`config.mk`:
```
export PLATFORM = sky130hd
export DESIGN_NAME = fsmap_cell
export DESIGN_NICKNAME = d
export VERILOG_FILES = /design/src/rtl/fsmap_pkg.sv /design/src/rtl/fsmap_cell.sv
export SDC_FILE = /design/constraint.sdc
export NUM_CORES = 1
export LEC_CHECK = 0
export BUFFER_PORTS_ARGS = -buffer_cell sky130_fd_sc_hd__buf_2
export CAP_MARGIN = 20
export CORE_MARGIN = 2
export CORE_UTILIZATION = 37
export CTS_CLUSTER_SIZE = 12
export DETAILED_ROUTE_END_ITERATION = 8
export PLACE_DENSITY_LB_ADDON = 0.15
export REMOVE_ABC_BUFFERS = 1
export SYNTH_ARGS = -nofsm -noshare
export SYNTH_HDL_FRONTEND = slang
export SYNTH_SLANG_ARGS = --single-unit
```
`constraint.sdc`:
```
create_clock -name i_clk -period 4.4 [get_ports i_clk]
set_input_delay 0.22 -clock i_clk [delete_from_list [all_inputs] [get_ports i_clk]]
set_output_delay 0.22 -clock i_clk [all_outputs]
set_load 0.005 [all_outputs]
```
`src/rtl/fsmap_pkg.sv`:
```
// ----------------------------------------------------------------------------
// fsmap_pkg
// Shared types and constants of the flash sector map: table depth, status
// codes, the lookup item that walks the cell chain and the entry write bus.
// ----------------------------------------------------------------------------
package fsmap_pkg;

    // Default number of sector entries (one cell each)
    localparam int TABLE_DEPTH = 128;

    // Field widths
    localparam int WORD_W   = 32;
    localparam int ADDR_W   = 32;
    localparam int BYTES_W  = 25;
    localparam int OFFS_W   = 33;
    localparam int BLOCKS_W = 17;
    localparam int STATUS_W = 2;
    localparam int COUNT_W  = 8;
    localparam int INDEX_W  = 7;

    // Configuration port
    localparam int PADDR_W  = 1;
    localparam int PDATA_W  = 32;
    localparam logic [PADDR_W-1:0] REG_PAIRED = 1'b0;

    // Item actions
    localparam logic ACT_APPEND = 1'b0;
    localparam logic ACT_LOOKUP = 1'b1;

    // Result status codes
    localparam logic [STATUS_W-1:0] STATUS_OK        = 2'd0;
    localparam logic [STATUS_W-1:0] STATUS_FULL      = 2'd1;
    localparam logic [STATUS_W-1:0] STATUS_OVERFLOW  = 2'd2;
    localparam logic [STATUS_W-1:0] STATUS_NOT_FOUND = 2'd3;

    // Block size when the CFI unit is zero
    localparam logic [BYTES_W-1:0] ZERO_UNIT_BYTES = 25'h80;

    // Sequencer states
    typedef enum logic [3:0] {
        S_IDLE    = 4'b0001,
        S_APPEND  = 4'b0010,
        S_LOOKUP  = 4'b0100,
        S_DELIVER = 4'b1000
    } t_state;

    // Lookup item handed from cell to cell (index travels beside it)
    typedef struct packed {
        logic               valid;
        logic               found;
        logic [ADDR_W-1:0]  addr;
        logic [ADDR_W-1:0]  start;
        logic [BYTES_W-1:0] bytes;
    } t_tok;

    // Entry write bus from the sequencer to the cells
    typedef struct packed {
        logic               en;
        logic [ADDR_W-1:0]  offset;
        logic [BYTES_W-1:0] bytes;
    } t_wr;

    // Byte size of one block from a CFI erase region word
    function automatic logic [BYTES_W-1:0] block_bytes(input logic [WORD_W-1:0] word,
                                                       input logic paired);
        logic [BLOCKS_W-1:0] unit;
        unit = paired ? {word[31:16], 1'b0} : {1'b0, word[31:16]};
        if (unit == '0) begin
            return ZERO_UNIT_BYTES;
        end
        return {unit, 8'h00};
    endfunction

endpackage

```
`src/rtl/fsmap_cell.sv`:
```
// ----------------------------------------------------------------------------
// fsmap_cell
// One sector entry of the chain. Holds offset and size, takes writes aimed at
// its own index, and passes the lookup item on to its neighbor every cycle,
// marking it with this entry when it is the first one that contains the address.
// ----------------------------------------------------------------------------
module fsmap_cell #(
    parameter  int TABLE_DEPTH = fsmap_pkg::TABLE_DEPTH,
    parameter  int CELL_IDX    = 0,
    localparam int IW          = (TABLE_DEPTH > 1) ? $clog2(TABLE_DEPTH) : 1,
    localparam int CW          = $clog2(TABLE_DEPTH + 1)
) (
    input  logic                 i_clk,
    input  logic                 i_rst_n,
    input  fsmap_pkg::t_wr       i_wr,
    input  logic [IW-1:0]        i_wr_idx,
    input  logic [CW-1:0]        i_count,
    input  fsmap_pkg::t_tok      i_tok,
    input  logic [IW-1:0]        i_tok_idx,
    output fsmap_pkg::t_tok      o_tok,
    output logic [IW-1:0]        o_tok_idx
);

    logic [fsmap_pkg::ADDR_W-1:0]  r_offset;
    logic [fsmap_pkg::BYTES_W-1:0] r_bytes;
    fsmap_pkg::t_tok               r_tok;
    fsmap_pkg::t_tok               n_tok;
    logic [IW-1:0]                 r_tok_idx;
    logic [IW-1:0]                 n_tok_idx;

    logic [fsmap_pkg::OFFS_W-1:0]  end_addr;
    logic                          held;
    logic                          hit;

    // Entry storage, written by index
    always_ff @(posedge i_clk) begin
        if (i_wr.en && (i_wr_idx == IW'(CELL_IDX))) begin
            r_offset <= i_wr.offset;
            r_bytes  <= i_wr.bytes;
        end
    end

    // Range test against [offset, offset + bytes), end kept at 33 bits
    assign end_addr = {1'b0, r_offset} + fsmap_pkg::OFFS_W'(r_bytes);
    assign held     = (CW'(CELL_IDX) < i_count);
    assign hit      = held && (i_tok.addr >= r_offset) && ({1'b0, i_tok.addr} < end_addr);

    // Pass the lookup item on, claiming it on the first hit
    always_comb begin
        n_tok     = i_tok;
        n_tok_idx = i_tok_idx;
        if (i_tok.valid && !i_tok.found && hit) begin
            n_tok.found = 1'b1;
            n_tok.start = r_offset;
            n_tok.bytes = r_bytes;
            n_tok_idx   = IW'(CELL_IDX);
        end
    end

    always_ff @(posedge i_clk) begin
        if (!i_rst_n) begin
            r_tok.valid <= 1'b0;
        end else begin
            r_tok.valid <= n_tok.valid;
        end
        r_tok.found <= n_tok.found;
        r_tok.addr  <= n_tok.addr;
        r_tok.start <= n_tok.start;
        r_tok.bytes <= n_tok.bytes;
        r_tok_idx   <= n_tok_idx;
    end

    assign o_tok     = r_tok;
    assign o_tok_idx = r_tok_idx;

endmodule

```
==> metrics.yaml, run 1 <==
status: "complete, no violations"
core-area_um2: 20040
drt-initial-drc-count: 242
required_ps: 4710
clock_sinks: 155
r2r_cells: 20
track_usage_pct: 19.69
synth_area_um2: 7498
critPathArrivalTime_ps: 4660
dp_hpwl_mm: 15.33
wl_per_cell_um: 15.70
path_clk_slew_ps: 60
num_vias: 6227
drc: 0
syn_inst: 600
synthFlopType: "dfxtp_1"
fmax_mhz: 230.1
hold_class: "in -> reg"
vias_per_cell: 4.664
worst_setup_path_end_kind: "flop"
worstHoldPathCells: 2
die_w_um: 146.4
clock_path_buffers: 2
numCtsBuffers: 17
grt_pass1_vias: 6505
worst-setup-path-type: "reg -> reg"
synth_largest_area_cell: "dfxtp_1"
fp.dieArea_um2: 21420
rsz0062_at_grt: "true"
max_slew_margin_pct: 53.52
pwr_density_cell_nw_per_um2: 307.1
crit_path_start_kind: "flop"
synth_top_area_share_pct: 26.16
clkLatencyLatePin_ps: 430
synth_edf_count: 57
maxCapViolCount: 0
ys_warn_count: 0
htree_levels: 4
p_leak_nw: 5.505
finalInstanceArea_um2: 11530
finalCritPeriodShare_pct: 98.79
routabilityCongestion: 0.8291
hold_viol: 0
cts-root-buf: "clkbuf_16"
port_buffers: 270
final_antenna_net_count: 0
fp-row-count: 52
setup_viol: 0
avgSynthCellArea_um2: 12.50
grt_start_max_net_pins: 34
multi_input_area_um2: 3722
synth_cell_types: 52
finalNetCount: 1314
die_y_um: 146.4
synth-seq-cells: 155
cp_max_fo: 14
peakVddDrop_v: 0.0002475
wirelength_mm: 20.96
fin_crit_ps: 4347
gr-total-overflow: 0
area_growth_pct: 53.75
antennaDiodeCount: 0
drive_gt1_share_pct: 43.29
skew_ps: 12.55
total_power_mw: 3.540
start_util_pct: 37.42
worst_pin_slew_ps: 697.2
post_dp_cell_area_um2: 9502
yosys-top-cells-area: "dfxtp_1, edfxtp_1, ha_1"
yosysSeqAreaShare_pct: 48.99
antenna_found_initial: 0
regArea_um2: 3674
cts_tree: "yes"
regToRegSetupSlack_ps: 50
maxSlewViolCount: 0
grt_pass1_wl_mm: 33.11
fillers: 1770
first_pass_iters: 4
async_flop_share_pct: 0
io_pins: 271
## synthesized netlist by cell type, types with 3 or more instances
cell type / n
dfxtp_1: 98
ha_1: 88
edfxtp_1: 57
mux2_4: 50
a21oi_1: 40
inv_1: 40
o21ai_0: 25
nor2_1: 18
nand2_1: 17
xnor2_1: 17
a21o_1: 13
xor2_1: 13
nand3_1: 12
nor3_1: 9
nor4_1: 9
and2_1: 8
mux2_2: 7
nand4_1: 7
o21a_1: 7
a211oi_1: 6
nand2b_1: 6
buf_12: 5
a31oi_1: 4
o21bai_1: 4
nor2b_1: 3
o2111ai_1: 3
## what timing repair did
item | CTS | global route
setup buffers | 2 | 10
endpoints found under the hold margin | 103 | 1
setup endpoints to repair | 65 | 65
pin swaps | 12 | 19
cloned | 2 | 1
gates resized for setup | 19 | 23
hold buffers | 103 | 1
## worst max-delay path, stage by stage, from the launching register on
cell,delay (ps)
edfxtp_1,430
buf_4,170
fa_2,390
a211oi_2,240
o21ai_1,130
o211ai_1,110
buf_4,160
a31oi_2,120
a221oi_2,310
xor2_1,180
ha_1,260
a21o_1,160
a21o_1,180
a21oi_2,150
o21ai_1,110
a21oi_2,180
a2bb2oi_2,210
o211ai_4,120
buf_12,180
buf_12,150
mux2_4,300
## cell type report
class | instances | area share (%)
Multi-Input combinational cell | 398 | 32.29
Clock buffer | 25 | 4.678
Timing Repair Buffer | 440 | 26.08
Tap cell | 270 | 2.930
Clock inverter | 7 | 0.8574
Sequential cell | 155 | 31.86
Inverter | 40 | 1.302
## power by group
part           internal (mW)  total (mW)  switching, mW
clock network          0.972        1.57          0.601
registers               1.54        1.56         0.0132
logic                  0.256       0.411          0.155
## cells in the final DEF, fill, tap and decap left out, types with 4 or more instances in the layout
master           n
a21oi_2          5
dfxtp_1         98
o21a_1           7
clkbuf_16       21
mux2_2           7
inv_1           40
nand2b_1         6
xor2_1          13
mux2_4          50
and2_1           8
nand4_1          7
o21bai_1         4
nor3_1           8
nand3_1         12
dlygate4sd3_1  104
o21ai_1          7
buf_4           58
ha_1            85
a21oi_1         35
nor4_1           7
a21o_1          13
o21ai_0         17
nand2_1         16
nor2_1          16
buf_2          270
edfxtp_1        57
xnor2_1         17
## stage by stage
stage	util, %	setup TNS [ps]	hold WS (ps)	setup WS (ps)	cells
2_1_floorplan	-	-116220	247.7	-1888	593
3_3_place_gp	47.42	-6857	361.2	-153.3	1184
3_5_place_dp	47.42	-13740	363.5	-279.3	1184
4_1_cts	56.57	-309.0	0.005829	-15.19	1323
5_1_grt	57.53	-7916	0.8716	-152.2	1335
6_report	57.53	0	16.15	53.29	1335
## flip-flops by register name, indices dropped and copies added, names as in the netlist
name,cells
o_tok,91
o_tok_idx,7
r_bytes,25
r_offset,32
## layer usage
layer  track usage, %  wire, um
met1            25.21      9564
met2            33.44      9913
met3            4.625      1211
met4            5.437       268
met5                0         0
## path summary, 6_finish.rpt
kind / startpoint / endpoint
worst max register to register: r_offset[1]$_DFFE_PP_ / o_tok[39]$_DFF_P_
worst min register to register: r_bytes[20]$_DFFE_PP_ / o_tok[20]$_DFF_P_
worst min-delay path: i_tok[44] / o_tok[44]$_DFF_P_
worst max-delay path: r_offset[1]$_DFFE_PP_ / o_tok[39]$_DFF_P_
## cells by family (layout without fill, tap and decap cells)
group,after synthesis,after routing,synth area share [%]
xor gates and xnor gates,30,30,3.504
buffers and inverters,47,512,3.554
DFF,155,155,48.99
adders and majority gates,89,89,14.95
muxes,57,57,11.06
and+or+nand+nor,99,99,6.975
AOI/OAI and AO/OA,123,123,10.96
Power figures use the tool's default switching activity.
==> inputs of run 2 (changes only) <==
==> constraint.sdc (replaced) <==
create_clock -name i_clk -period 5.6 [get_ports i_clk]
set_input_delay 0 -clock i_clk [delete_from_list [all_inputs] [get_ports i_clk]]
set_output_delay 0 -clock i_clk [all_outputs]
set_load 0.005 [all_outputs]
==> metrics.yaml, run 2 (synthesized netlist as in run 1, its figures left out) <==
worst_pin_slew_ps: 802.2
final_cell_mix: "buf_2, dlygate4sd3_1, dfxtp_1, ha_1, edfxtp_1"
cp_max_fo: 52
dp_hpwl_mm: 14.68
wl_per_cell_um: 15.20
finalNetCount: 1303
fp-row-count: 52
core-area_um2: 20040
maxCapViolCount: 0
cts-resized-gates: 0
grt_pass1_vias: 6311
start_util_pct: 37.42
layout_commonest_cell: "buf_2"
gr-total-overflow: 0
grt_start_max_net_pins: 58
die_y_um: 146.4
drc: 0
status: "complete, no violations"
p_leak_nw: 5.326
cts-root-buf: "clkbuf_16"
setup_viol: 0
largest_reg_flops: 91
crit_path_start_kind: "flop"
worst_setup_path_end_kind: "flop"
stdcell_count: 1324
path_clk_slew_ps: 60
num_vias: 6128
die_w_um: 146.4
hold_class: "in -> reg"
utilization_pct: 56.14
drt-initial-drc-count: 197
worst-setup-path-type: "reg -> reg"
final_antenna_net_count: 0
required_ps: 5910
regArea_um2: 3674
total_power_mw: 2.681
clock_sinks: 155
max_slew_margin_pct: 46.52
fmax_mhz: 206.1
setup_tns_ps: 0
hold_viol: 0
antennaDiodeCount: 0
pre_cts_ws_ps: 774.9
rsz0062_at_grt: "false"
skew_ps: 10.17
multi_input_area_um2: 3568
area_growth_pct: 50.04
track_usage_pct: 18.88
numCtsBuffers: 17
clock_path_buffers: 2
dp.cells: 1136
grt_pass1_wl_mm: 31.88
finalInstanceArea_um2: 11250
peakVddDrop_v: 0.0001821
critPathArrivalTime_ps: 5160
io_pins: 271
port_buffers: 270
drive_gt1_share_pct: 35.39
pwr_density_cell_nw_per_um2: 238.3
fillers: 1751
first_pass_iters: 4
post_dp_cell_area_um2: 9116
fp.dieArea_um2: 21420
cts_tree: "yes"
clkLatencyLatePin_ps: 420
timing.hold.ws_ps: 261.3
timing.final.ws_setup_ps: 748.1
vias_per_cell: 4.628
antenna_found_initial: 0
fin_crit_ps: 4852
routabilityCongestion: 0.8205
finalCritPeriodShare_pct: 86.64
wirelength_mm: 20.12
maxSlewViolCount: 0
htree_levels: 4
[run 2: cell types whose count changed in the layout (fill, tap and decap cells not counted), sizes merged]
cell / delta
buf: -62
inv: +6
clkinv: +1
clkbuf: -8
dlygate4sd3: +52
clkinvlp: +1
bufinv: -1
[run 2: path summary, 6_finish.rpt]
kind / start / endpoint / slack [ps] / cells past startpoint
max: r_offset[0]$_DFFE_PP_ / o_tok[2]$_DFF_P_ / 750 / 19
min: i_tok[57] / o_tok[57]$_DFF_P_ / 260 / 2
max reg2reg: r_offset[0]$_DFFE_PP_ / o_tok[2]$_DFF_P_ / 750 / 19
min reg2reg: r_offset[29]$_DFFE_PP_ / o_tok[54]$_DFF_P_ / 500 / 1
[run 2: power breakdown]
part	total, mW	internal, mW	switching (mW)
registers	1.22	1.21	0.0108
clock network	1.13	0.634	0.492
logic	0.332	0.212	0.120
[run 2: critical path, cell delays in order, from the launching register on]
cell       delay, ps
edfxtp_1         420
ha_1             280
fa_1             440
a211oi_1         310
o21ai_1          150
o211ai_1         200
a311oi_2         170
o211ai_2         260
a21oi_1          150
o21ai_0          220
xnor2_1           90
ha_1             300
o21a_1           120
o21a_1           110
o22ai_1           90
nor4_1           280
a2bb2oi_1        140
o211ai_4         230
buf_12           350
mux2_2           380
[run 2: per-layer routing]
| metal | GRT usage [%] | wire length, um | up-vias |
|---|---|---|---|
| li1 | - | - | 3094 |
| met1 | 24.01 | 9148 | 2845 |
| met2 | 32.10 | 9677 | 170 |
| met3 | 4.344 | 1017 | 19 |
| met4 | 5.631 | 279 | 0 |
| met5 | 0 | 0 | - |
[run 2: final cells by class]
cell class                 count  area share, %
clock buffer                  18          3.903
tap                          270          3.003
timing repair buffer         429          26.20
inverter                      40          1.335
sequential                   155          32.65
multi-input combinational    398          31.72
clock inverter                14          1.190
[run 2: timing repair]
| action | 4_1_cts | 5_1_grt |
|---|---|---|
| setup buffers | 0 | 0 |
| hold buffers | 156 | 0 |
| endpoints found under the hold margin | 155 | 0 |
