`config.mk`:
```
export PLATFORM = sky130hd
export DESIGN_NAME = fsmap_ctrl_flat
export DESIGN_NICKNAME = d
export VERILOG_FILES = /design/src/rtl/fsmap_pkg.sv /design/src/rtl/fsmap_in_if.sv /design/src/rtl/fsmap_out_if.sv /design/src/rtl/fsmap_ctrl.sv /design/src/flat_wrapper.sv
export SDC_FILE = /design/constraint.sdc
export NUM_CORES = 1
export LEC_CHECK = 0
export ABC_AREA = 1
export BUFFER_PORTS_ARGS = -buffer_cell sky130_fd_sc_hd__buf_2
export CORE_ASPECT_RATIO = 1.75
export CORE_MARGIN = 3
export CORE_UTILIZATION = 30
export CTS_CLUSTER_DIAMETER = 200
export DETAILED_ROUTE_END_ITERATION = 7
export HOLD_SLACK_MARGIN = 0.1
export PLACE_DENSITY = 0.5
export SETUP_SLACK_MARGIN = 0.02
export SLEW_MARGIN = 10
export SYNTH_ARGS = -nofsm -noshare
export SYNTH_HDL_FRONTEND = slang
export SYNTH_SLANG_ARGS = --single-unit
```
`constraint.sdc`:
```
create_clock -name i_clk -period 7.63 [get_ports i_clk]
set_input_delay 0.3815 -clock i_clk [delete_from_list [all_inputs] [get_ports i_clk]]
set_output_delay 0.3815 -clock i_clk [all_outputs]
set_load 0.03 [all_outputs]
```
`src/rtl/fsmap_pkg.sv`:
```
// ----------------------------------------------------------------------------
// fsmap_pkg
// Shared types and constants of the flash sector map: table depth, status
// codes, the lookup item that walks the cell chain and the entry write bus.
// ----------------------------------------------------------------------------
package fsmap_pkg;

    // Default number of sector entries (one cell each)
    localparam int TABLE_DEPTH = 128;

    // Field widths
    localparam int WORD_W   = 32;
    localparam int ADDR_W   = 32;
    localparam int BYTES_W  = 25;
    localparam int OFFS_W   = 33;
    localparam int BLOCKS_W = 17;
    localparam int STATUS_W = 2;
    localparam int COUNT_W  = 8;
    localparam int INDEX_W  = 7;

    // Configuration port
    localparam int PADDR_W  = 1;
    localparam int PDATA_W  = 32;
    localparam logic [PADDR_W-1:0] REG_PAIRED = 1'b0;

    // Item actions
    localparam logic ACT_APPEND = 1'b0;
    localparam logic ACT_LOOKUP = 1'b1;

    // Result status codes
    localparam logic [STATUS_W-1:0] STATUS_OK        = 2'd0;
    localparam logic [STATUS_W-1:0] STATUS_FULL      = 2'd1;
    localparam logic [STATUS_W-1:0] STATUS_OVERFLOW  = 2'd2;
    localparam logic [STATUS_W-1:0] STATUS_NOT_FOUND = 2'd3;

    // Block size when the CFI unit is zero
    localparam logic [BYTES_W-1:0] ZERO_UNIT_BYTES = 25'h80;

    // Sequencer states
    typedef enum logic [3:0] {
        S_IDLE    = 4'b0001,
        S_APPEND  = 4'b0010,
        S_LOOKUP  = 4'b0100,
        S_DELIVER = 4'b1000
    } t_state;

    // Lookup item handed from cell to cell (index travels beside it)
    typedef struct packed {
        logic               valid;
        logic               found;
        logic [ADDR_W-1:0]  addr;
        logic [ADDR_W-1:0]  start;
        logic [BYTES_W-1:0] bytes;
    } t_tok;

    // Entry write bus from the sequencer to the cells
    typedef struct packed {
        logic               en;
        logic [ADDR_W-1:0]  offset;
        logic [BYTES_W-1:0] bytes;
    } t_wr;

    // Byte size of one block from a CFI erase region word
    function automatic logic [BYTES_W-1:0] block_bytes(input logic [WORD_W-1:0] word,
                                                       input logic paired);
        logic [BLOCKS_W-1:0] unit;
        unit = paired ? {word[31:16], 1'b0} : {1'b0, word[31:16]};
        if (unit == '0) begin
            return ZERO_UNIT_BYTES;
        end
        return {unit, 8'h00};
    endfunction

endpackage

```
`src/rtl/fsmap_in_if.sv`:
```
// ----------------------------------------------------------------------------
// fsmap_in_if
// Input item channel: append a region word or look up an address.
// ----------------------------------------------------------------------------
interface fsmap_in_if;
    logic                                valid;
    logic                                ready;
    logic                                action;
    logic                                first_region;
    logic [fsmap_pkg::WORD_W-1:0]        region_info;
    logic [fsmap_pkg::ADDR_W-1:0]        address;

    modport source (output valid, action, first_region, region_info, address,
                    input ready);
    modport sink   (input valid, action, first_region, region_info, address,
                    output ready);
endinterface

```
`src/rtl/fsmap_out_if.sv`:
```
// ----------------------------------------------------------------------------
// fsmap_out_if
// Result item channel: status, entry count and the matching sector.
// ----------------------------------------------------------------------------
interface fsmap_out_if;
    logic                                valid;
    logic                                ready;
    logic [fsmap_pkg::STATUS_W-1:0]      status;
    logic [fsmap_pkg::COUNT_W-1:0]       sector_count;
    logic [fsmap_pkg::INDEX_W-1:0]       sector_index;
    logic [fsmap_pkg::ADDR_W-1:0]        sector_start;
    logic [fsmap_pkg::BYTES_W-1:0]       sector_bytes;

    modport source (output valid, status, sector_count, sector_index, sector_start,
                    sector_bytes, input ready);
    modport sink   (input valid, status, sector_count, sector_index, sector_start,
                    sector_bytes, output ready);
endinterface

```
`src/rtl/fsmap_ctrl.sv`:
```
// ----------------------------------------------------------------------------
// fsmap_ctrl
// Item sequencer: expands region words into one entry write per cycle,
// launches lookup items into the cell chain, and holds the result register.
// ----------------------------------------------------------------------------
module fsmap_ctrl #(
    parameter  int TABLE_DEPTH = fsmap_pkg::TABLE_DEPTH,
    localparam int IW          = (TABLE_DEPTH > 1) ? $clog2(TABLE_DEPTH) : 1,
    localparam int CW          = $clog2(TABLE_DEPTH + 1)
) (
    input  logic                 i_clk,
    input  logic                 i_rst_n,
    fsmap_in_if.sink             i_in,
    fsmap_out_if.source          o_out,
    input  logic                 i_paired,
    output fsmap_pkg::t_wr       o_wr,
    output logic [IW-1:0]        o_wr_idx,
    output logic [CW-1:0]        o_count,
    output fsmap_pkg::t_tok      o_inj,
    input  fsmap_pkg::t_tok      i_tok_end,
    input  logic [IW-1:0]        i_tok_idx_end
);

    fsmap_pkg::t_state                r_state, n_state;
    logic [CW-1:0]                    r_count, n_count;
    logic [fsmap_pkg::OFFS_W-1:0]     r_offset, n_offset;
    logic [fsmap_pkg::BLOCKS_W-1:0]   r_blocks, n_blocks;
    logic [fsmap_pkg::BYTES_W-1:0]    r_bytes, n_bytes;
    logic                             r_inj_valid, n_inj_valid;
    logic [fsmap_pkg::ADDR_W-1:0]     r_inj_addr, n_inj_addr;

    // Finished result waiting for the output register
    logic [fsmap_pkg::STATUS_W-1:0]   r_res_status, n_res_status;
    logic [IW-1:0]                    r_res_idx, n_res_idx;
    logic [fsmap_pkg::ADDR_W-1:0]     r_res_start, n_res_start;
    logic [fsmap_pkg::BYTES_W-1:0]    r_res_bytes, n_res_bytes;

    // Output register
    logic                             r_out_valid, n_out_valid;
    logic [fsmap_pkg::STATUS_W-1:0]   r_out_status, n_out_status;
    logic [fsmap_pkg::COUNT_W-1:0]    r_out_count, n_out_count;
    logic [fsmap_pkg::INDEX_W-1:0]    r_out_idx, n_out_idx;
    logic [fsmap_pkg::ADDR_W-1:0]     r_out_start, n_out_start;
    logic [fsmap_pkg::BYTES_W-1:0]    r_out_bytes, n_out_bytes;

    logic                             accept;
    logic                             full;
    logic                             wr_go;
    logic [31:0]                      count_wide;
    logic [31:0]                      idx_wide;

    assign accept = i_in.valid && i_in.ready;
    assign full   = (r_count >= CW'(TABLE_DEPTH));
    assign wr_go  = (r_state == fsmap_pkg::S_APPEND) && (r_blocks != '0) && !full &&
                    !r_offset[fsmap_pkg::OFFS_W-1];

    // Masked copies for the narrow result fields
    assign count_wide = 32'(r_count);
    assign idx_wide   = 32'(r_res_idx);

    // Sequencer
    always_comb begin
        n_state      = r_state;
        n_count      = r_count;
        n_offset     = r_offset;
        n_blocks     = r_blocks;
        n_bytes      = r_bytes;
        n_inj_valid  = 1'b0;
        n_inj_addr   = r_inj_addr;
        n_res_status = r_res_status;
        n_res_idx    = r_res_idx;
        n_res_start  = r_res_start;
        n_res_bytes  = r_res_bytes;
        n_out_valid  = r_out_valid && !o_out.ready;
        n_out_status = r_out_status;
        n_out_count  = r_out_count;
        n_out_idx    = r_out_idx;
        n_out_start  = r_out_start;
        n_out_bytes  = r_out_bytes;

        unique case (r_state)
            fsmap_pkg::S_IDLE: begin
                if (accept) begin
                    if (i_in.action == fsmap_pkg::ACT_APPEND) begin
                        if (i_in.first_region) begin
                            n_count  = '0;
                            n_offset = '0;
                        end
                        n_blocks = {1'b0, i_in.region_info[15:0]} + 17'd1;
                        n_bytes  = fsmap_pkg::block_bytes(i_in.region_info, i_paired);
                        n_state  = fsmap_pkg::S_APPEND;
                    end else begin
                        n_inj_valid = 1'b1;
                        n_inj_addr  = i_in.address;
                        n_state     = fsmap_pkg::S_LOOKUP;
                    end
                end
            end
            fsmap_pkg::S_APPEND: begin
                // One block per cycle until done, full or past 32 bits
                n_res_idx   = '0;
                n_res_start = '0;
                n_res_bytes = '0;
                if (r_blocks == '0) begin
                    n_res_status = fsmap_pkg::STATUS_OK;
                    n_state      = fsmap_pkg::S_DELIVER;
                end else if (full) begin
                    n_res_status = fsmap_pkg::STATUS_FULL;
                    n_state      = fsmap_pkg::S_DELIVER;
                end else if (r_offset[fsmap_pkg::OFFS_W-1]) begin
                    n_res_status = fsmap_pkg::STATUS_OVERFLOW;
                    n_state      = fsmap_pkg::S_DELIVER;
                end else begin
                    n_count  = r_count + CW'(1);
                    n_offset = r_offset + fsmap_pkg::OFFS_W'(r_bytes);
                    n_blocks = r_blocks - 17'd1;
                end
            end
            fsmap_pkg::S_LOOKUP: begin
                // Wait for the lookup item to leave the last cell
                if (i_tok_end.valid) begin
                    if (i_tok_end.found) begin
                        n_res_status = fsmap_pkg::STATUS_OK;
                        n_res_idx    = i_tok_idx_end;
                        n_res_start  = i_tok_end.start;
                        n_res_bytes  = i_tok_end.bytes;
                    end else begin
                        n_res_status = fsmap_pkg::STATUS_NOT_FOUND;
                        n_res_idx    = '0;
                        n_res_start  = '0;
                        n_res_bytes  = '0;
                    end
                    n_state = fsmap_pkg::S_DELIVER;
                end
            end
            fsmap_pkg::S_DELIVER: begin
                if (!r_out_valid || o_out.ready) begin
                    n_out_valid  = 1'b1;
                    n_out_status = r_res_status;
                    n_out_count  = count_wide[fsmap_pkg::COUNT_W-1:0];
                    n_out_idx    = idx_wide[fsmap_pkg::INDEX_W-1:0];
                    n_out_start  = r_res_start;
                    n_out_bytes  = r_res_bytes;
                    n_state      = fsmap_pkg::S_IDLE;
                end
            end
            default: begin
                n_state = fsmap_pkg::S_IDLE;
            end
        endcase
    end

    always_ff @(posedge i_clk) begin
        if (!i_rst_n) begin
            r_state     <= fsmap_pkg::S_IDLE;
            r_count     <= '0;
            r_offset    <= '0;
            r_inj_valid <= 1'b0;
            r_out_valid <= 1'b0;
        end else begin
            r_state     <= n_state;
            r_count     <= n_count;
            r_offset    <= n_offset;
            r_inj_valid <= n_inj_valid;
            r_out_valid <= n_out_valid;
        end
        r_blocks     <= n_blocks;
        r_bytes      <= n_bytes;
        r_inj_addr   <= n_inj_addr;
        r_res_status <= n_res_status;
        r_res_idx    <= n_res_idx;
        r_res_start  <= n_res_start;
        r_res_bytes  <= n_res_bytes;
        r_out_status <= n_out_status;
        r_out_count  <= n_out_count;
        r_out_idx    <= n_out_idx;
        r_out_start  <= n_out_start;
        r_out_bytes  <= n_out_bytes;
    end

    // Entry write toward the cell at the current count
    assign o_wr.en     = wr_go;
    assign o_wr.offset = r_offset[fsmap_pkg::ADDR_W-1:0];
    assign o_wr.bytes  = r_bytes;
    assign o_wr_idx    = r_count[IW-1:0];
    assign o_count     = r_count;

    // Lookup item launched into the first cell
    assign o_inj.valid = r_inj_valid;
    assign o_inj.found = 1'b0;
    assign o_inj.addr  = r_inj_addr;
    assign o_inj.start = '0;
    assign o_inj.bytes = '0;

    // Channels
    assign i_in.ready         = (r_state == fsmap_pkg::S_IDLE);
    assign o_out.valid        = r_out_valid;
    assign o_out.status       = r_out_status;
    assign o_out.sector_count = r_out_count;
    assign o_out.sector_index = r_out_idx;
    assign o_out.sector_start = r_out_start;
    assign o_out.sector_bytes = r_out_bytes;

endmodule

```
`src/flat_wrapper.sv`:
```
// flat-port wrapper written by rule: the top's interface ports become plain ports
module fsmap_ctrl_flat 
#(
    parameter  int TABLE_DEPTH = fsmap_pkg::TABLE_DEPTH,
    localparam int IW          = (TABLE_DEPTH > 1) ? $clog2(TABLE_DEPTH) : 1,
    localparam int CW          = $clog2(TABLE_DEPTH + 1)
)
  (i_clk, i_rst_n, i_paired, o_wr, o_wr_idx, o_count, o_inj, i_tok_end, i_tok_idx_end, i_in_valid, i_in_action, i_in_first_region, i_in_region_info, i_in_address, i_in_ready, o_out_valid, o_out_status, o_out_sector_count, o_out_sector_index, o_out_sector_start, o_out_sector_bytes, o_out_ready);
  fsmap_in_if i_in_i ();
  fsmap_out_if o_out_i ();
  input  logic i_clk;
  input  logic i_rst_n;
  input  logic i_paired;
  output fsmap_pkg::t_wr o_wr;
  output logic [IW-1:0] o_wr_idx;
  output logic [CW-1:0] o_count;
  output fsmap_pkg::t_tok o_inj;
  input  fsmap_pkg::t_tok i_tok_end;
  input  logic [IW-1:0] i_tok_idx_end;
  input wire logic [$bits(i_in_i.valid)-1:0] i_in_valid;
  input wire logic [$bits(i_in_i.action)-1:0] i_in_action;
  input wire logic [$bits(i_in_i.first_region)-1:0] i_in_first_region;
  input wire logic [$bits(i_in_i.region_info)-1:0] i_in_region_info;
  input wire logic [$bits(i_in_i.address)-1:0] i_in_address;
  output wire logic [$bits(i_in_i.ready)-1:0] i_in_ready;
  output wire logic [$bits(o_out_i.valid)-1:0] o_out_valid;
  output wire logic [$bits(o_out_i.status)-1:0] o_out_status;
  output wire logic [$bits(o_out_i.sector_count)-1:0] o_out_sector_count;
  output wire logic [$bits(o_out_i.sector_index)-1:0] o_out_sector_index;
  output wire logic [$bits(o_out_i.sector_start)-1:0] o_out_sector_start;
  output wire logic [$bits(o_out_i.sector_bytes)-1:0] o_out_sector_bytes;
  input wire logic [$bits(o_out_i.ready)-1:0] o_out_ready;
  assign i_in_i.valid = i_in_valid;
  assign i_in_i.action = i_in_action;
  assign i_in_i.first_region = i_in_first_region;
  assign i_in_i.region_info = i_in_region_info;
  assign i_in_i.address = i_in_address;
  assign i_in_ready = i_in_i.ready;
  assign o_out_valid = o_out_i.valid;
  assign o_out_status = o_out_i.status;
  assign o_out_sector_count = o_out_i.sector_count;
  assign o_out_sector_index = o_out_i.sector_index;
  assign o_out_sector_start = o_out_i.sector_start;
  assign o_out_sector_bytes = o_out_i.sector_bytes;
  assign o_out_i.ready = o_out_ready;
  fsmap_ctrl #(.TABLE_DEPTH(TABLE_DEPTH)) u_core (.i_clk(i_clk), .i_rst_n(i_rst_n), .i_in(i_in_i), .o_out(o_out_i), .i_paired(i_paired), .o_wr(o_wr), .o_wr_idx(o_wr_idx), .o_count(o_count), .o_inj(o_inj), .i_tok_end(i_tok_end), .i_tok_idx_end(i_tok_idx_end));
endmodule
```
==> flow_summary.json, run 1 <==
{
  "end_kind": "output pin",
  "first_global_vias": 8770,
  "r2r-end": "u_core.r_blocks[15]",
  "grt_pass1_wl_um": 46400,
  "grt_max_degree": 75,
  "ios": 409,
  "hold_end": "u_core.r_res_start[16]",
  "io_buffers": 304,
  "area_growth_pct": 22.4,
  "ys_types": 47,
  "crit_required_ps": 7250,
  "cts_resized": 0,
  "worst_pin_slew_ps": 965,
  "final.min_clock_period_ps": 3040,
  "ys.flop_type": "edfxtp_1",
  "rsz0062_at_grt": "no",
  "synthAdderAreaFrac_pct": 2.45,
  "tns_ps": 0,
  "min_path_type": "input pin to flop",
  "antenna_found_initial": 1,
  "synth_edf_count": 207,
  "hp-start": "i_tok_end[41]",
  "synth_area_leaders": "edfxtp_1 52%, nand2_1 8.1%, dfxtp_1 6.7%",
  "dp_slack_ps": 4710,
  "ys_ff_latch": 247,
  "crit_start": "u_core.r_state[3]",
  "post_drt_wl_per_cell_um": 15.1,
  "gp_congestion": 0.901,
  "rows": 96,
  "arrival_ps": 2660,
  "nets": 1734,
  "core_area_um2": 39400,
  "routed_wl_um": 30900,
  "cts_tree": "done",
  "synthMuxAreaShare_pct": 0,
  "irDropWorstVdd_v": 0.000143,
  "synth_cells": 1230,
  "relSlewSlack_pct": 35.7,
  "critical_path_class": "flop to output pin",
  "path_clk_slew_ps": 70,
  "cts.htree.levels": 1,
  "clock_tree.root_cell": "clkbuf_16",
  "avgSynthCellArea_um2": 9.78,
  "clock_latency_ps": 530,
  "hold_path_depth": 3,
  "drtPass1Iterations": 5,
  "setup_ws_ps": 4590,
  "power.density_nw_per_um2": 213,
  "met1_length_um": 10800,
  "drv_cap": 0,
  "skew_ps": 23.2,
  "vias": 8825,
  "ff2ff_setup_slack_ps": 4810,
  "viasPerCell": 4.30,
  "grt.total_usage_pct": 13.8,
  "yosys.area_share.simple_pct": 19.0,
  "drive_above_1_share_pct": 26.2,
  "syn-cell-area_um2": 12000,
  "die_w_um": 157,
  "synth_top_cell_area_share_pct": 51.6,
  "crit_fanout": 23,
  "clockBufferDepth": 3,
  "ant_nets": 0,
  "die_area_um2": 42700,
  "die_h_um": 271,
  "synthXorXnorAreaFrac_pct": 1.60,
  "drt-initial-drc-count": 387,
  "async_flop_share_pct": 0,
  "top_layer": "met4",
  "yosysWarnings": 0,
  "finalSetupViolCount": 0,
  "cts_made_buffers": 25,
  "synth_top_family_by_area": "simple AND/OR/NAND/NOR gates",
  "placed_cells": 1972,
  "cts.sinks": 247,
  "r2r_cells": 7,
  "synth_largest_area_cell": "edfxtp_1",
  "wl_met2_um": 16800,
  "worstReg2RegStart": "u_core.r_state[3]",
  "fmax_ghz": 0.328,
  "hpwl_um": 23800,
  "instances_no_fill": 2050,
  "synth_compound_area_share_pct": 4.66,
  "overflow": 0,
  "outcome": "complete, no violations",
  "leakage_nw": 6.58,
  "period_share_pct": 39.9,
  "yosysSeqAreaShare_pct": 58.3,
  "finalHoldViolations": 0,
  "cp-start-kind": "flop",
  "met3_wirelength_um": 2140,
  "start_util_pct": 30.5,
  "n_fill_cell": 4064,
  "slew_violations": 0,
  "drc": 0
}
## flip-flops by register name, indices dropped and copies added (netlist names), 2 cells and up
name and flops:
u_core.r_res_bytes 25, u_core.o_out.sector_start 32, u_core.r_offset 26, u_core.o_out.sector_index 7, u_core.o_count 8, u_core.r_res_start 32
u_core.o_out.status 2, u_core.r_bytes 18, u_core.r_res_idx 7, u_core.r_res_status 2, u_core.r_inj_addr 32, u_core.r_state 4
u_core.r_blocks 17, u_core.o_out.sector_bytes 25, u_core.o_out.sector_count 8
## cells in the mapped netlist, types with 2 or more instances
cell type    n
nand2_1    260
nor3_2       4
inv_2        4
ha_1        22
nor3_1      11
xnor2_1      6
xor2_1      16
nand3_1     49
nand4_2      2
a21oi_1     33
inv_1      191
dfxtp_1     40
nand3b_1     9
nor2_4       3
nor4_1       6
nand4_1     12
and2_1       4
a21oi_2     18
clkbuf_1    10
edfxtp_1   207
buf_6        4
o22ai_1      3
nor2_2       3
buf_4      106
o21ai_1      2
buf_2        6
nand2_2     15
nor2_1     133
o21ai_0     31
or2_2        3
## repair_timing
item	CTS	global route
hold buffers	33	0
endpoints found under the setup margin	0	0
hold endpoints to repair	33	0
setup buffers	0	0
## report_power, final
part	leakage (nW)	switching [mW]	internal, mW
Combinational	4.06	0.256	0.0992
Sequential	2.12	0.0237	1.51
Clock	0.402	0.515	0.739
Total	6.58	0.795	2.35
## placed cells by master (no fill, tap or decap), drive strengths merged, types with 3 or more instances in the layout
cell         netlist  routed
conb               1      72
nand4             15      15
nor4               6       6
and2               4       4
dfxtp             40      40
nand3             50      50
o22ai              3       3
inv              196     196
nand3b             9       9
bufinv             0       4
nor3              15      15
xnor2              6       6
dlygate4sd3        0      33
clkinv             0       9
nor2             140     140
edfxtp           207     207
nand2            275     275
or2                4       4
clkbuf            10      30
ha                22      22
buf              118     309
xor2              16      16
a21oi             51      51
o21ai             34      34
## metrics by stage
stage / hold WS, ps / cell area [um^2] / total power [mW] / utilization, %
detailed placement: 405 / 13600 / 1.91 / 34.4
CTS: 120 / 14700 / 3.19 / 37.4
global route: 145 / 14700 / 3.27 / 37.4
finish: 153 / 14700 / 3.14 / 37.4
floorplan: 400 / 12300 / 1.84 / -
global placement: 400 / 13600 / 1.90 / 34.4
## kinds of logic (layout without fill, tap and decap cells)
kind of cell	after synthesis	count (layout)
flops	247	247
xor+xnor	22	22
compound gates	94	94
buf+inv	324	582
other cells	1	73
fa+ha+maj	23	23
simple gates	519	519
## critical path, cell delays in order, from the launching register on
cell	delay (ps)
dfxtp_1	350
nor2_4	180
nand3_4	300
inv_2	440
nand4_4	180
inv_2	360
buf_2	310
## how the worst max path moves through the flow
| stage | end | slack, ps | cells after the start |
|---|---|---|---|
| after floorplan | u_core.r_res_bytes[0] | 1760 | 5 |
| after global placement | u_core.r_blocks[15] | 4690 | 7 |
| after detailed placement | u_core.r_blocks[15] | 4710 | 7 |
| after CTS | o_wr[57] | 4460 | 6 |
| after global routing | o_wr[57] | 4370 | 6 |
| final | o_wr[57] | 4590 | 6 |
## routing by layer
metal  GRT usage, %  vias up
li1               -     4412
met1           13.9     4037
met2           27.2      318
met3           2.40       58
met4           5.78        0
met5              0        -
## cell type report
cell class	instances	area, um^2	share of cell area [%]
flip-flops and latches	247	7020	47.6
multi-input cells	730	3640	24.7
repair buffers	342	1890	12.8
inverters	196	741	5.03
clock buffers	30	644	4.38
well taps	490	613	4.16
clock inverters	14	181	1.23
diodes	1	2.50	0.0170
(Power assumes the default switching activity.)
==> run 2: changes to the inputs <==
Settings changed: PLACE_DENSITY 0.5 to 0.52.
Clock period 7.63 ns to 2.5 ns, I/O delays scaled along.
==> run 2 against run 1 <==
  * Die area stayed put
  * Utilization is 3.1 points higher
  * Worst hold slack worse by 6.2 ps
  * Clock skew is 6.0 ps lower
  * Cell count is 6.0% higher
  * Critical path depth is 3 higher
  * Combinational power grew to 3.5 times the previous value
  * Cell area is 8.4% higher
  * Count of clock-buffer cells in the layout is 3 lower
  * Total power grew to 3.0 times the previous value
==> flow_summary.json, run 2 (same netlist as run 1, synthesis figures left out) <==
{
  "outcome": "complete, no violations",
  "antenna_found_initial": 0,
  "finalSetupViolCount": 0,
  "drive_above_1_share_pct": 25.4,
  "die_h_um": 271,
  "rsz0062_at_grt": "no",
  "power.density_nw_per_um2": 596,
  "cp_cell_sequence": "inv_2 -> ha_1 -> nand2_2 -> nor2_4 -> nand3_2 -> nand4_4 -> inv_2 -> buf_6 -> buf_4",
  "min_path_type": "input pin to flop",
  "critical_path_class": "flop to output pin",
  "skew_ps": 17.1,
  "cts_made_buffers": 25,
  "relSlewSlack_pct": 52.8,
  "n_fill_cell": 3889,
  "worst_path_largest_cell_delay_ps": 420,
  "vias": 9356,
  "cts.htree.levels": 1,
  "ios": 409,
  "worst_pin_slew_ps": 707,
  "clockBufferDepth": 3,
  "cts.sinks": 247,
  "drtPass1Iterations": 6,
  "overflow": 0,
  "drv_cap": 0,
  "finalHoldViolations": 0,
  "grt.total_usage_pct": 14.8,
  "nets": 1857,
  "ant_nets": 0,
  "arrival_ps": 2190,
  "post-cts-setup-buffers": 0,
  "leakage_nw": 7.11,
  "num_antenna_cells": 0,
  "first_global_vias": 9458,
  "clock_latency_ps": 540,
  "die_area_um2": 42700,
  "final_util_pct": 40.5,
  "final_cell_mix": "303 x buf_2, 259 x nand2_1, 207 x edfxtp_1",
  "worstPathBufferInverterCount": 4,
  "crit_required_ps": 2380,
  "busiest_layer": "met2",
  "final.min_clock_period_ps": 2310,
  "io_buffers": 304,
  "grt_pass1_wl_um": 49400,
  "grt_max_degree": 65,
  "cp-start-kind": "flop",
  "hpwl_um": 24700,
  "start_util_pct": 30.5,
  "multi_input_area_um2": 3640,
  "crit_fanout": 21,
  "met1_usage_pct": 14.4,
  "path_clk_slew_ps": 70,
  "area_growth_pct": 32.6,
  "grt_util_met2_pct": 29.4,
  "met3_usage_pct": 2.03,
  "cp_top_family": "simple AND/OR/NAND/NOR gates",
  "fmax_ghz": 0.432,
  "slew_violations": 0,
  "cts_tree": "done",
  "tns_ps": 0,
  "slowest_stage": "edfxtp_1",
  "end_kind": "output pin",
  "period_share_pct": 92.5,
  "final_common_cell": "buf_2",
  "regArea_um2": 7020,
  "rows": 96,
  "irDropWorstVdd_v": 0.000423,
  "path_common_cell": "inv_2",
  "drc": 0,
  "clock_tree.root_cell": "clkbuf_16",
  "viasPerCell": 4.31,
  "routed_wl_um": 32900,
  "die_w_um": 157,
  "core_area_um2": 39400,
  "holdWs_ps": 147,
  "drt-initial-drc-count": 409,
  "gp_congestion": 0.920,
  "post_drt_wl_per_cell_um": 15.1
}
==> run 2: cell type report <==
cell class                 count  area share (%)
sequential                   247            44.0
clock buffer                  27            3.97
multi-input combinational    730            22.8
tap                          490            3.84
timing repair buffer         465            19.8
clock inverter                17           0.917
inverter                     196            4.64
==> run 2: per-stage QoR <==
step           instance area [um^2]  setup WS (ps)  total power [mW]  std cells
3_3_place_gp                  13800            325              5.83       1987
4_1_cts                       16000           31.7              9.67       2172
2_1_floorplan                 12300            197              5.60       1301
3_5_place_dp                  13800            276              5.84       1987
5_1_grt                       16000           48.7              9.92       2172
6_report                      16000            187              9.52       2172
==> run 2: per-layer routing <==
metal | routed length (um) | vias up | share of wire, %
met1 | 11500 | 4256 | 35
met2 | 17900 | 361 | 55
met5 | 0 | - | 0
li1 | - | 4658 | -
met4 | 1590 | 0 | 4.8
met3 | 1900 | 81 | 5.8
==> run 2: path summary, 6_finish.rpt <==
check                                           start                      endpoint  slack, ps  depth (start not counted)
worst max-delay path               u_core.r_blocks[0]                      o_wr[57]        190                          9
worst min-delay path                    i_tok_end[89]        u_core.r_res_start[16]        150                          3
worst max register to register     u_core.r_blocks[0]           u_core.r_blocks[10]        190                          9
worst min register to register  u_core.r_res_start[5]  u_core.o_out.sector_start[5]        420                          0
==> run 2: report_power, final <==
part           internal [mW]  switching [mW]  total, mW
Clock                   1.97            1.62       3.59
Combinational          0.433           0.820       1.25
Sequential              4.60          0.0743       4.68
Total                   7.00            2.52       9.52
==> run 2: worst min-delay path: stages <==
cell	delay, ps
buf_2	90
nand2_2	200
nor2_1	140
==> run 2: repair_timing <==
item | 4_1_cts | 5_1_grt
pin swaps | 0 | 1
gates cloned | 0 | 0
setup endpoints to repair | 1 | 2
hold buffers | 141 | 0
endpoints found under the hold margin | 140 | 0
gates resized for setup | 2 | 2
